`src/rtl/murmurhash2_byte_stream_macros.svh`:
```
// Assertion macros shared by the hash block RTL.
`ifndef MURMURHASH2_BYTE_STREAM_MACROS_SVH
`define MURMURHASH2_BYTE_STREAM_MACROS_SVH

`ifndef SYNTHESIS
`define MH2BS_ASSERT(label, clk, rst_n, prop, msg) \
  label: assert property (@(posedge clk) disable iff (!rst_n) prop) else $error(msg);
`define MH2BS_ASSERT_NEVER(label, clk, rst_n, cond, msg) \
  label: assert property (@(posedge clk) disable iff (!rst_n) !(cond)) else $error(msg);
`else
`define MH2BS_ASSERT(label, clk, rst_n, prop, msg)
`define MH2BS_ASSERT_NEVER(label, clk, rst_n, cond, msg)
`endif

`endif

```
`src/rtl/mh2bs_pkg.sv`:
```
// Types and constants for the MurmurHash2 byte stream block.
`default_nettype none

package mh2bs_pkg;

  localparam logic [31:0] MH2_MUL     = 32'h5bd1_e995;
  localparam int unsigned MH2_SHIFT   = 24;
  localparam int unsigned MH2_FIN_SH1 = 13;
  localparam int unsigned MH2_FIN_SH2 = 15;

  // One command from the byte gatherer to the mixing engine.
  typedef struct packed {
    logic        start;     // load init into the running hash
    logic [31:0] init;
    logic        mix;       // mix one full word
    logic [31:0] word;
    logic        fin;       // fold tail, final mix, emit
    logic [23:0] tail;
    logic [1:0]  tail_cnt;
    logic        mismatch;
  } cmd_t;

  typedef enum logic [2:0] {
    S_IDLE,
    S_MIX1,
    S_MIX2,
    S_MIX3,
    S_FIN0,
    S_FIN1,
    S_FIN2
  } back_state_e;

endpackage

`default_nettype wire

```
`src/rtl/mh2bs_front.sv`:
```
// Front end: takes bytes, gathers words, counts length, issues commands.
`default_nettype none

module mh2bs_front
  import mh2bs_pkg::*;
(
  input  wire logic        clk_i,
  input  wire logic        rst_ni,
  input  wire logic        cfg_we_i,
  input  wire logic [31:0] cfg_seed_i,
  input  wire logic        in_valid_i,
  output logic             in_stall_o,
  input  wire logic [7:0]  data_byte_i,
  input  wire logic [31:0] msg_length_i,
  input  wire logic        is_last_i,
  input  wire logic        q_full_i,
  output logic             q_push_o,
  output cmd_t             q_data_o
);

  logic [31:0] seed_q;
  logic [23:0] pend_q, pend_d;
  logic [1:0]  cnt_q, cnt_d;
  logic [31:0] seen_q, seen_d;
  logic [31:0] decl_q, decl_d;
  logic        in_msg_q, in_msg_d;

  logic        accept;
  logic        first;
  logic        take;
  logic [23:0] pend_base;
  logic [1:0]  cnt_base;
  logic [31:0] seen_base;

  assign accept     = in_valid_i && !q_full_i;
  assign in_stall_o = q_full_i;
  assign first      = !in_msg_q;
  // empty message: its byte is not data
  assign take       = !(first && (msg_length_i == 32'd0) && is_last_i);
  assign pend_base  = first ? 24'd0 : pend_q;
  assign cnt_base   = first ? 2'd0 : cnt_q;
  assign seen_base  = first ? 32'd0 : seen_q;

  always_comb begin
    pend_d   = pend_base;
    cnt_d    = cnt_base;
    seen_d   = seen_base;
    decl_d   = first ? msg_length_i : decl_q;
    in_msg_d = in_msg_q;
    q_data_o = '0;
    q_data_o.start = first;
    q_data_o.init  = seed_q ^ msg_length_i;
    if (take) begin
      seen_d = seen_base + 32'd1;
      case (cnt_base)
        2'd0: begin
          pend_d = {16'd0, data_byte_i};
          cnt_d  = 2'd1;
        end
        2'd1: begin
          pend_d = {8'd0, data_byte_i, pend_base[7:0]};
          cnt_d  = 2'd2;
        end
        2'd2: begin
          pend_d = {data_byte_i, pend_base[15:0]};
          cnt_d  = 2'd3;
        end
        default: begin
          q_data_o.mix  = 1'b1;
          q_data_o.word = {data_byte_i, pend_base};
          pend_d = 24'd0;
          cnt_d  = 2'd0;
        end
      endcase
    end
    q_data_o.fin      = is_last_i;
    q_data_o.tail     = pend_d;
    q_data_o.tail_cnt = cnt_d;
    q_data_o.mismatch = (seen_d != decl_d);
    if (is_last_i) begin
      in_msg_d = 1'b0;
      pend_d   = 24'd0;
      cnt_d    = 2'd0;
    end else begin
      in_msg_d = 1'b1;
    end
  end

  assign q_push_o = accept && (q_data_o.start || q_data_o.mix || q_data_o.fin);

  always_ff @(posedge clk_i or negedge rst_ni) begin
    if (!rst_ni) begin
      seed_q   <= 32'd0;
      pend_q   <= 24'd0;
      cnt_q    <= 2'd0;
      seen_q   <= 32'd0;
      decl_q   <= 32'd0;
      in_msg_q <= 1'b0;
    end else begin
      if (cfg_we_i) begin
        seed_q <= cfg_seed_i;
      end
      if (accept) begin
        pend_q   <= pend_d;
        cnt_q    <= cnt_d;
        seen_q   <= seen_d;
        decl_q   <= decl_d;
        in_msg_q <= in_msg_d;
      end
    end
  end

endmodule

`default_nettype wire

```
`src/rtl/mh2bs_queue.sv`:
```
// Small command queue between the byte gatherer and the mixing engine.
`default_nettype none
`include "murmurhash2_byte_stream_macros.svh"

module mh2bs_queue
  import mh2bs_pkg::*;
#(
  parameter int unsigned DEPTH = 4
) (
  input  wire logic clk_i,
  input  wire logic rst_ni,
  input  wire logic push_i,
  input  wire cmd_t push_data_i,
  output logic      full_o,
  input  wire logic pop_i,
  output cmd_t      pop_data_o,
  output logic      empty_o
);

  localparam int unsigned PTR_W = (DEPTH > 1) ? $clog2(DEPTH) : 1;
  localparam int unsigned CNT_W = $clog2(DEPTH + 1);
  localparam logic [PTR_W-1:0] LAST_PTR = PTR_W'(DEPTH - 1);
  localparam logic [CNT_W-1:0] FULL_CNT = CNT_W'(DEPTH);

  cmd_t             mem_q [DEPTH];
  logic [PTR_W-1:0] wr_ptr_q, rd_ptr_q;
  logic [CNT_W-1:0] count_q;

  assign full_o     = (count_q == FULL_CNT);
  assign empty_o    = (count_q == '0);
  assign pop_data_o = mem_q[rd_ptr_q];

  always_ff @(posedge clk_i) begin
    if (push_i) begin
      mem_q[wr_ptr_q] <= push_data_i;
    end
  end

  always_ff @(posedge clk_i or negedge rst_ni) begin
    if (!rst_ni) begin
      wr_ptr_q <= '0;
      rd_ptr_q <= '0;
      count_q  <= '0;
    end else begin
      if (push_i) begin
        wr_ptr_q <= (wr_ptr_q == LAST_PTR) ? '0 : wr_ptr_q + PTR_W'(1);
      end
      if (pop_i) begin
        rd_ptr_q <= (rd_ptr_q == LAST_PTR) ? '0 : rd_ptr_q + PTR_W'(1);
      end
      if (push_i && !pop_i) begin
        count_q <= count_q + CNT_W'(1);
      end else if (pop_i && !push_i) begin
        count_q <= count_q - CNT_W'(1);
      end
    end
  end

  `MH2BS_ASSERT_NEVER(a_no_push_full, clk_i, rst_ni, push_i && full_o, "push into full queue")
  `MH2BS_ASSERT_NEVER(a_no_pop_empty, clk_i, rst_ni, pop_i && empty_o, "pop from empty queue")
  `MH2BS_ASSERT(a_count_bound, clk_i, rst_ni, count_q <= FULL_CNT, "queue count overrun")

endmodule

`default_nettype wire

```
`src/rtl/mh2bs_back.sv`:
```
// Back end: word mix and final mix on one shared multiplier, result register.
`default_nettype none
`include "murmurhash2_byte_stream_macros.svh"

module mh2bs_back
  import mh2bs_pkg::*;
(
  input  wire logic        clk_i,
  input  wire logic        rst_ni,
  input  wire logic        q_empty_i,
  input  wire cmd_t        q_data_i,
  output logic             q_pop_o,
  output logic             out_valid_o,
  input  wire logic        out_stall_i,
  output logic [31:0]      hash_o,
  output logic             length_mismatch_o
);

  back_state_e state_q, state_d;
  cmd_t        cmd_q, cmd_d;
  logic [31:0] h_q, h_d;
  logic [31:0] k_q, k_d;
  logic [31:0] hash_q, hash_d;
  logic        mism_q, mism_d;
  logic        out_valid_q, out_valid_d;
  logic [31:0] mul_a;
  logic [31:0] prod;

  assign prod = mul_a * MH2_MUL;

  always_comb begin
    state_d     = state_q;
    cmd_d       = cmd_q;
    h_d         = h_q;
    k_d         = k_q;
    hash_d      = hash_q;
    mism_d      = mism_q;
    mul_a       = h_q;
    q_pop_o     = 1'b0;
    out_valid_d = out_valid_q && out_stall_i;
    case (state_q)
      S_IDLE: begin
        if (!q_empty_i) begin
          q_pop_o = 1'b1;
          cmd_d   = q_data_i;
          if (q_data_i.start) begin
            h_d = q_data_i.init;
          end
          if (q_data_i.mix) begin
            state_d = S_MIX1;
          end else if (q_data_i.fin) begin
            state_d = S_FIN0;
          end
        end
      end
      S_MIX1: begin
        mul_a   = cmd_q.word;
        k_d     = prod;
        state_d = S_MIX2;
      end
      S_MIX2: begin
        mul_a   = k_q ^ (k_q >> MH2_SHIFT);
        k_d     = prod;
        state_d = S_MIX3;
      end
      S_MIX3: begin
        mul_a   = h_q;
        h_d     = prod ^ k_q;
        state_d = cmd_q.fin ? S_FIN0 : S_IDLE;
      end
      S_FIN0: begin
        // tail bytes only fold in when there are any
        mul_a = h_q ^ {8'd0, cmd_q.tail};
        if (cmd_q.tail_cnt != 2'd0) begin
          h_d = prod;
        end
        state_d = S_FIN1;
      end
      S_FIN1: begin
        mul_a   = h_q ^ (h_q >> MH2_FIN_SH1);
        h_d     = prod;
        state_d = S_FIN2;
      end
      S_FIN2: begin
        if (!out_valid_q || !out_stall_i) begin
          hash_d      = h_q ^ (h_q >> MH2_FIN_SH2);
          mism_d      = cmd_q.mismatch;
          out_valid_d = 1'b1;
          state_d     = S_IDLE;
        end
      end
      default: begin
        state_d = S_IDLE;
      end
    endcase
  end

  always_ff @(posedge clk_i or negedge rst_ni) begin
    if (!rst_ni) begin
      state_q     <= S_IDLE;
      out_valid_q <= 1'b0;
    end else begin
      state_q     <= state_d;
      out_valid_q <= out_valid_d;
    end
  end

  always_ff @(posedge clk_i) begin
    cmd_q  <= cmd_d;
    h_q    <= h_d;
    k_q    <= k_d;
    hash_q <= hash_d;
    mism_q <= mism_d;
  end

  assign out_valid_o       = out_valid_q;
  assign hash_o            = hash_q;
  assign length_mismatch_o = mism_q;

  `MH2BS_ASSERT(a_mix_order, clk_i, rst_ni, (state_q == S_MIX3) |-> ($past(state_q) == S_MIX2), "word mix out of order")
  `MH2BS_ASSERT(a_out_from_fin, clk_i, rst_ni, $rose(out_valid_q) |-> ($past(state_q) == S_FIN2), "result without final mix")
  `MH2BS_ASSERT_NEVER(a_pop_idle, clk_i, rst_ni, q_pop_o && (state_q != S_IDLE), "pop while busy")

endmodule

`default_nettype wire

```
`src/rtl/murmurhash2_byte_stream.sv`:
```
// Result path: with the engine idle, the last byte's command passes the queue, S_IDLE,
// S_MIX1 to S_MIX3 when it completes a word, then S_FIN0 to S_FIN2, before out_valid
// rises; queued commands and output stalls add to it. Throughput: one byte per cycle in
// unless in_stall is high; word mixes in S_MIX1 to S_MIX3 let long messages keep pace.
// Reset: asynchronous, active low; seed clears to 0, block waits for a message start.
`default_nettype none

module murmurhash2_byte_stream
  import mh2bs_pkg::*;
#(
  parameter int unsigned QUEUE_DEPTH = 4
) (
  input  wire logic        clk_i,
  input  wire logic        rst_ni,
  input  wire logic        cfg_we_i,
  input  wire logic [31:0] cfg_seed_i,
  input  wire logic        in_valid_i,
  output logic             in_stall_o,
  input  wire logic [7:0]  data_byte_i,
  input  wire logic [31:0] msg_length_i,
  input  wire logic        is_last_i,
  output logic             out_valid_o,
  input  wire logic        out_stall_i,
  output logic [31:0]      hash_o,
  output logic             length_mismatch_o
);

  logic q_push, q_full, q_pop, q_empty;
  cmd_t q_wdata, q_rdata;

  mh2bs_front u_front (
    .clk_i        (clk_i),
    .rst_ni       (rst_ni),
    .cfg_we_i     (cfg_we_i),
    .cfg_seed_i   (cfg_seed_i),
    .in_valid_i   (in_valid_i),
    .in_stall_o   (in_stall_o),
    .data_byte_i  (data_byte_i),
    .msg_length_i (msg_length_i),
    .is_last_i    (is_last_i),
    .q_full_i     (q_full),
    .q_push_o     (q_push),
    .q_data_o     (q_wdata)
  );

  mh2bs_queue #(
    .DEPTH (QUEUE_DEPTH)
  ) u_queue (
    .clk_i       (clk_i),
    .rst_ni      (rst_ni),
    .push_i      (q_push),
    .push_data_i (q_wdata),
    .full_o      (q_full),
    .pop_i       (q_pop),
    .pop_data_o  (q_rdata),
    .empty_o     (q_empty)
  );

  mh2bs_back u_back (
    .clk_i             (clk_i),
    .rst_ni            (rst_ni),
    .q_empty_i         (q_empty),
    .q_data_i          (q_rdata),
    .q_pop_o           (q_pop),
    .out_valid_o       (out_valid_o),
    .out_stall_i       (out_stall_i),
    .hash_o            (hash_o),
    .length_mismatch_o (length_mismatch_o)
  );

endmodule

`default_nettype wire

```
`config.mk`:
```
export PLATFORM = sky130hd
export DESIGN_NAME = murmurhash2_byte_stream
export DESIGN_NICKNAME = d
export VERILOG_FILES = /design/src/rtl/mh2bs_pkg.sv /design/src/rtl/mh2bs_front.sv /design/src/rtl/mh2bs_queue.sv /design/src/rtl/mh2bs_back.sv /design/src/rtl/murmurhash2_byte_stream.sv
export VERILOG_INCLUDE_DIRS = /design/src /design/src/rtl
export SDC_FILE = /design/constraint.sdc
export NUM_CORES = 1
export LEC_CHECK = 0
export ABC_AREA = 1
export BUFFER_PORTS_ARGS = -buffer_cell sky130_fd_sc_hd__buf_2
export CORE_MARGIN = 2
export CORE_UTILIZATION = 63
export DETAILED_ROUTE_END_ITERATION = 8
export GPL_TIMING_DRIVEN = 0
export PLACE_DENSITY = 0.87
export SLEW_MARGIN = 20
export SYNTH_ARGS = -nofsm -noshare
export SYNTH_HDL_FRONTEND = slang
export SYNTH_SLANG_ARGS = --single-unit
```
`constraint.sdc`:
```
create_clock -name clk_i -period 8.9 [get_ports clk_i]
set_input_delay 1.78 -clock clk_i [delete_from_list [all_inputs] [get_ports clk_i]]
set_output_delay 1.78 -clock clk_i [all_outputs]
set_load 0.05 [all_outputs]
```
# [Word level (Yosys, flattened, before mapping)]
# Memories as Yosys holds them, arrays and structs flattened.
# Cells that the tools add are included.
[totals] register_bits=291 ramBits=376 in_bits=78 out_inout_bits=35 n_memories=1
[classes] n_addsub=5 mul=1 n_eq_ne=17 n_mux=35 bitwise=7 n_reduce_logical=29
[memory_table] memory="u_queue.mem_q" words=4 width=94 read_ports=1 rd_clocked_by_memory_dff=0 wr=1 line_no="mh2bs_queue.sv:25" rtl="cmd_t mem_q [DEPTH];"
[ops] cell="$pmux 32 s4" n=2
[ops] cell="$mux 32" n=6
[ops] cell="$mux 24" n=3
[ops] cell="$pmux 24 s3" n=1
[ops] cell="$mux 33" n=2
[ops] cell="$xor 32x32->32" n=2
[ops] cell="$add 32x1->32 const B" n=1
[ops] cell="$logic_not 32->1" n=1
[ops] cell="$mul 32x31->32 const B" n=1
[ops] cell="$ne 32x32->1" n=1
[ops] cell="$xor 32x17->32" n=1
[ops] cell="$xor 32x19->32" n=1
[ops] cell="$xor 32x24->32" n=1
[ops] cell="$xor 32x8->32" n=1
[ops] cell="$mux 3" n=7
[ops] cell="$pmux 3 s7" n=1
[ops] cell="$eq 3x3->1 const B" n=4
[ops] cell="$mux 2" n=5
[ops] cell="$logic_and 1x1->1" n=7
[ops] cell="$mux 1" n=7
[ops] cell="$eq 2x2->1 const B" n=3
[ops] cell="$eq 3x2->1 const B" n=2
[ops] cell="$logic_not 1->1" n=6
[ops] cell="$logic_not 3->1" n=2
[ops] cell="19 further kinds" n=26

# [Depth between registers and ports, before layout]
[depth] ltp_word=12 ltp_mapped=42 depth_no_buf=40

# [By module]
# A second synthesis with hierarchy kept.
[hier_totals] cells_unflattened=4021 hier_area_um2=40431.3
[by_module_without_submodules] module="mh2bs_back" n_inst=1 cells_per_inst=1812 area_per_inst_um2=16990.0 seq_area_each_um2=4814.6
[by_module_without_submodules] module="mh2bs_queue" n_inst=1 cells_per_inst=1149 area_per_inst_um2=15666.3 seq_area_each_um2=11466.0
[by_module_without_submodules] module="mh2bs_front" n_inst=1 cells_per_inst=1060 area_per_inst_um2=7775.0 seq_area_each_um2=3078.0

# [Worst setup path before layout]
# Ideal clock, no wire load.
[synth_path] kind="register to register" from="reg u_back.state_q[0]" to="reg u_back.h_q[25] (data pin)" setup_time_ps=195 arrival_time_ps=7654 t_required_ps=8705 path_slack_ps=1051 path_stages_with_launch=31 synth_period_minus_slack_ps=7849 path_cell_list="dfrtp_1 nor2_1 inv_2 nor2_4 clkbuf_1 buf_1 a21oi_1 o21ai_0 o2111ai_1 ha_1 ha_1 fa_1 inv_1 fa_1 inv_1 fa_1 inv_1 fa_1 inv_1 fa_1 inv_1 fa_1 inv_1 ha_1 nand3_1 nor4_1 a21oi_1 o21ai_0 a21oi_1 xor2_1 o311ai_0"
[synth_between] elab_chain_len=5 word_cells_on_any_way=11
[synth_lines] element="start, declared" line_no="mh2bs_back.sv:19" rtl="back_state_e state_q, state_d;"
[synth_lines] element="start signal, assigned" line_no="mh2bs_back.sv:103" rtl="state_q <= state_d;"
[synth_lines] element="$eq 3x3->1 (tied with other cells)" line_no="mh2bs_back.sv:41" rtl="case (state_q)"
[synth_lines] element="$pmux 32 s4 (*)" line_no="mh2bs_back.sv:41"
[synth_lines] element="$mul 32x31->32 (*)" line_no="mh2bs_back.sv:29" rtl="assign prod = mul_a * MH2_MUL;"
[synth_lines] element="via u_back.prod[25]" line_no="mh2bs_back.sv:27" rtl="logic [31:0] prod;"
[synth_lines] element="$mux 32 or $xor 32x32->32 (tied branches)" line_no="mh2bs_back.sv:74, mh2bs_back.sv:68"
[synth_lines] element="$pmux 32 s4 (*)" line_no="mh2bs_back.sv:41"
[synth_lines] element="via u_back.h_d[25]" line_no="mh2bs_back.sv:21" rtl="logic [31:0] h_q, h_d;"
[synth_lines] element="end signal, assigned" line_no="mh2bs_back.sv:110" rtl="h_q <= h_d;"
[synth_lines] element="end, declared" line_no="mh2bs_back.sv:21"
# The timed path passes the listed nets; every way through them passes the cells marked *. The select of a mux whose other input is x is not followed.
# A chain may end at the register's enable or synchronous reset.

# [Final worst setup path]
[layout_path] from="reg u_back.state_q[0]" to="reg u_back.h_q[29] (data pin)"
# Same word-level chain as after synthesis.

==> out/qor.yml <==
drive_gt1_share_pct: 10.0
post-route-period-util_pct: 99.1
synthXorXnorAreaFrac_pct: 3.74
synth_top_family_by_area: "adder cells"
first_global_vias: 29400
synth.largest_area_cell: "edfxtp_1"
drt_iter0_markers: 4526
avgSynthCellArea_um2: 10.8
endpoint_kind: "flop"
root_buffer: "clkbuf_16"
dieHeight_um: 249
synth_area_leaders: "edfxtp_1, fa_1, dfrtp_1, ha_1, inv_1"
antenna_left: 0
synth_compound_area_share_pct: 9.76
htree_levels: 3
ys_ff_latch: 667
r2r_slack_ns: 0.08
synthDistinctLibCells: 67
synthFlopType: "edfxtp_1"
min_period_ns: 8.82
status: "completed"
ys_seq_area_share_pct: 51.2
clkLatencyLatePin_ns: 0.63
synthArstFlopShare_pct: 20.1
firstDrtPassIters: 8
placed_cells: 4420
finalCoreUtilization_pct: 71.7
required_ns: 9.25
yosysMostFrequentCell: "inv_1"
io_buffers: 111
numCtsBuffers: 69
drt-wirelength-per-cell_um: 24.7
area_growth_pct: 12.1
grt_remaining_overflow: 0
cp.arrival_ns: 9.17
timing.rr.end: "u_back.h_q[29]$_DFFE_PP_"
yosys_warnings: 0
hpwl_um: 79900
final_nets: 4210
cts_tree: "yes"
track_usage_pct: 36.5
drc: 0
grt_max_degree: 83
fp.dieW_um: 249
core_um2: 59100
crit_fanout: 10
path_class: "reg -> reg"
syn_area_um2: 37800
path_clk_slew_ns: 0.07
wl_um: 112000
synth_edf_count: 533
synthesis.nets: 3982
r2r_start: "u_back.state_q[0]$_DFFE_PN0P_"
report.final.setup_viol: 0
r2r_cells: 27
clockBufferDepth: 3
clock-sinks: 667
cap_violations: 0
critPathLaunch: "u_back.state_q[0]$_DFFE_PN0P_"
gp_congestion: 1.02
num_io_pins: 113
fin_cells: 4554
worstMarginPinSlew_ns: 1.17
synth_cells: 3496
setup_tns_ns: 0
holdWs_ns: 0.451
dr_total_vias: 29000
synth_mux_area_share_pct: 1.06
finClkSkew_ns: 0.0275
final_hold_viol_count: 0
final_max_slew_viol_count: 0
yosys-top-cells-count: "inv_1, edfxtp_1, nand2_1, o21ai_0, nor2_1"
antenna_found_initial: 3
dieArea_um2: 62000
cts_hold_buffers: 0
hold_class: "reg -> reg"
rsz0062_at_grt: "no"
yosys.area_share.simple_pct: 9.97
setup.worst_path.start_class: "flop"
max_freq_mhz: 113
fill_cells: 3693
slew_headroom_pct: 22.0
viasPerCell: 6.36
netlist.area_leader.share_pct: 42.4
grt_pass1_wl_um: 170000
start_util_pct: 63.9
endpoint: "u_back.h_q[29]$_DFFE_PP_"
num_rows: 89
synth-adder-area-share_pct: 17.1
==> critical path, cell delays in order (launching register included) <==
cell	delay, ns
dfrtp_1	0.52
inv_2	0.10
nand3_4	0.17
buf_6	0.18
clkbuf_1	0.62
o22ai_1	0.26
a21oi_1	0.17
o211ai_1	0.46
ha_1	0.50
ha_1	0.31
inv_1	0.06
fa_1	0.50
fa_1	0.51
inv_1	0.05
fa_1	0.56
fa_1	0.46
fa_1	0.50
inv_1	0.05
fa_1	0.51
inv_1	0.07
ha_1	0.34
a21oi_1	0.19
o21ai_0	0.14
a21oi_1	0.16
nand3_1	0.26
a31oi_1	0.24
xor2_1	0.44
o311ai_0	0.18
==> layer usage <==
metal,routed length (um),track usage (%),vias up
met1,37100,44.0,13800
met5,34,0,-
li1,-,-,12300
met3,14000,8.82,607
met4,9280,25.1,6
met2,52000,58.5,2291
==> registers in the layout (all words and copies together), names as in the netlist <==
| register | cells |
|---|---|
| u_back.cmd_q | 60 |
| u_back.h_q | 32 |
| u_back.hash_o | 32 |
| u_back.k_q | 32 |
| u_back.length_mismatch_o | 1 |
| u_back.out_valid_o | 1 |
| u_back.state_q | 3 |
| u_front.cnt_q | 2 |
| u_front.decl_q | 32 |
| u_front.in_msg_q | 1 |
| u_front.pend_q | 24 |
| u_front.seed_q | 32 |
| u_front.seen_q | 32 |
| u_queue.count_q | 3 |
| u_queue.mem_q | 376 |
| u_queue.rd_ptr_q | 2 |
| u_queue.wr_ptr_q | 2 |
==> how the worst min path moves through the flow <==
stage	start	end	slack, ns	depth (start not counted)
CTS	u_back.cmd_q[0]$_DFFE_PP_	u_back.length_mismatch_o$_DFFE_PP_	0.43	0
floorplan	u_back.cmd_q[0]$_DFFE_PP_	u_back.length_mismatch_o$_DFFE_PP_	0.40	0
global route	u_back.cmd_q[0]$_DFFE_PP_	u_back.length_mismatch_o$_DFFE_PP_	0.44	0
global placement	u_back.cmd_q[0]$_DFFE_PP_	u_back.length_mismatch_o$_DFFE_PP_	0.41	0
finish	u_back.cmd_q[0]$_DFFE_PP_	u_back.length_mismatch_o$_DFFE_PP_	0.45	0
detailed placement	u_back.cmd_q[0]$_DFFE_PP_	u_back.length_mismatch_o$_DFFE_PP_	0.44	0
==> metrics by stage <==
stage / setup slack, ns / cell area, um2
6_report: 0.0771 / 42400
5_1_grt: 0.0178 / 42400
4_1_cts: 0.161 / 42300
3_5_place_dp: -0.249 / 40000
3_3_place_gp: -2.95 / 39300
2_1_floorplan: 1.05 / 37800
==> kinds of logic after synthesis <==
kind of cell	count (synthesis)
and+or+nand+nor	897
buffers and inverters	702
DFF	667
AOI/OAI and AO/OA	627
adders and majority gates	408
xor gates and xnor gates	159
muxes	36
==> cell type report <==
class | instances | area, um2 | share of cell area (%)
plain buffers | 126 | 532 | 1.26
diodes | 1 | 2.50 | 0.00591
repair buffers | 159 | 1280 | 3.03
inverters | 574 | 2160 | 5.11
multi-input cells | 2127 | 15800 | 37.4
flip-flops and latches | 667 | 19400 | 45.7
well taps | 773 | 967 | 2.28
clock buffers | 93 | 1940 | 4.57
clock inverters | 34 | 299 | 0.706
==> repair_timing <==
item / in CTS / in global routing
buffers inserted: 0 / 8
resized for setup: 2 / 8
setup endpoints to repair: 12 / 10
gates cloned: 0 / 0
pin swaps: 0 / 2
==> cell usage in the layout, fill, tap and decap left out, drive strengths merged, types with 3 or more instances in the layout <==
cell type / n
o311ai: 11
fa: 181
o221ai: 16
edfxtp: 533
clkinv: 28
nor4: 9
or2: 11
dfrtp: 134
nor3: 17
a211oi: 3
inv: 576
mux2i: 3
o32ai: 8
nor2: 331
nand4: 23
a221oi: 6
o211ai: 25
a21o: 4
xnor2: 38
xor2: 121
a22oi: 6
nand3: 81
o21ai: 329
o2111ai: 5
a32oi: 10
mux2: 33
o21bai: 5
ha: 227
nand2: 421
o22ai: 124
a31oi: 7
clkbuf: 197
buf: 181
a21oi: 63
Power is not shown: default switching activity piles up to over one toggle a cycle in this logic, so the estimate is an artifact.
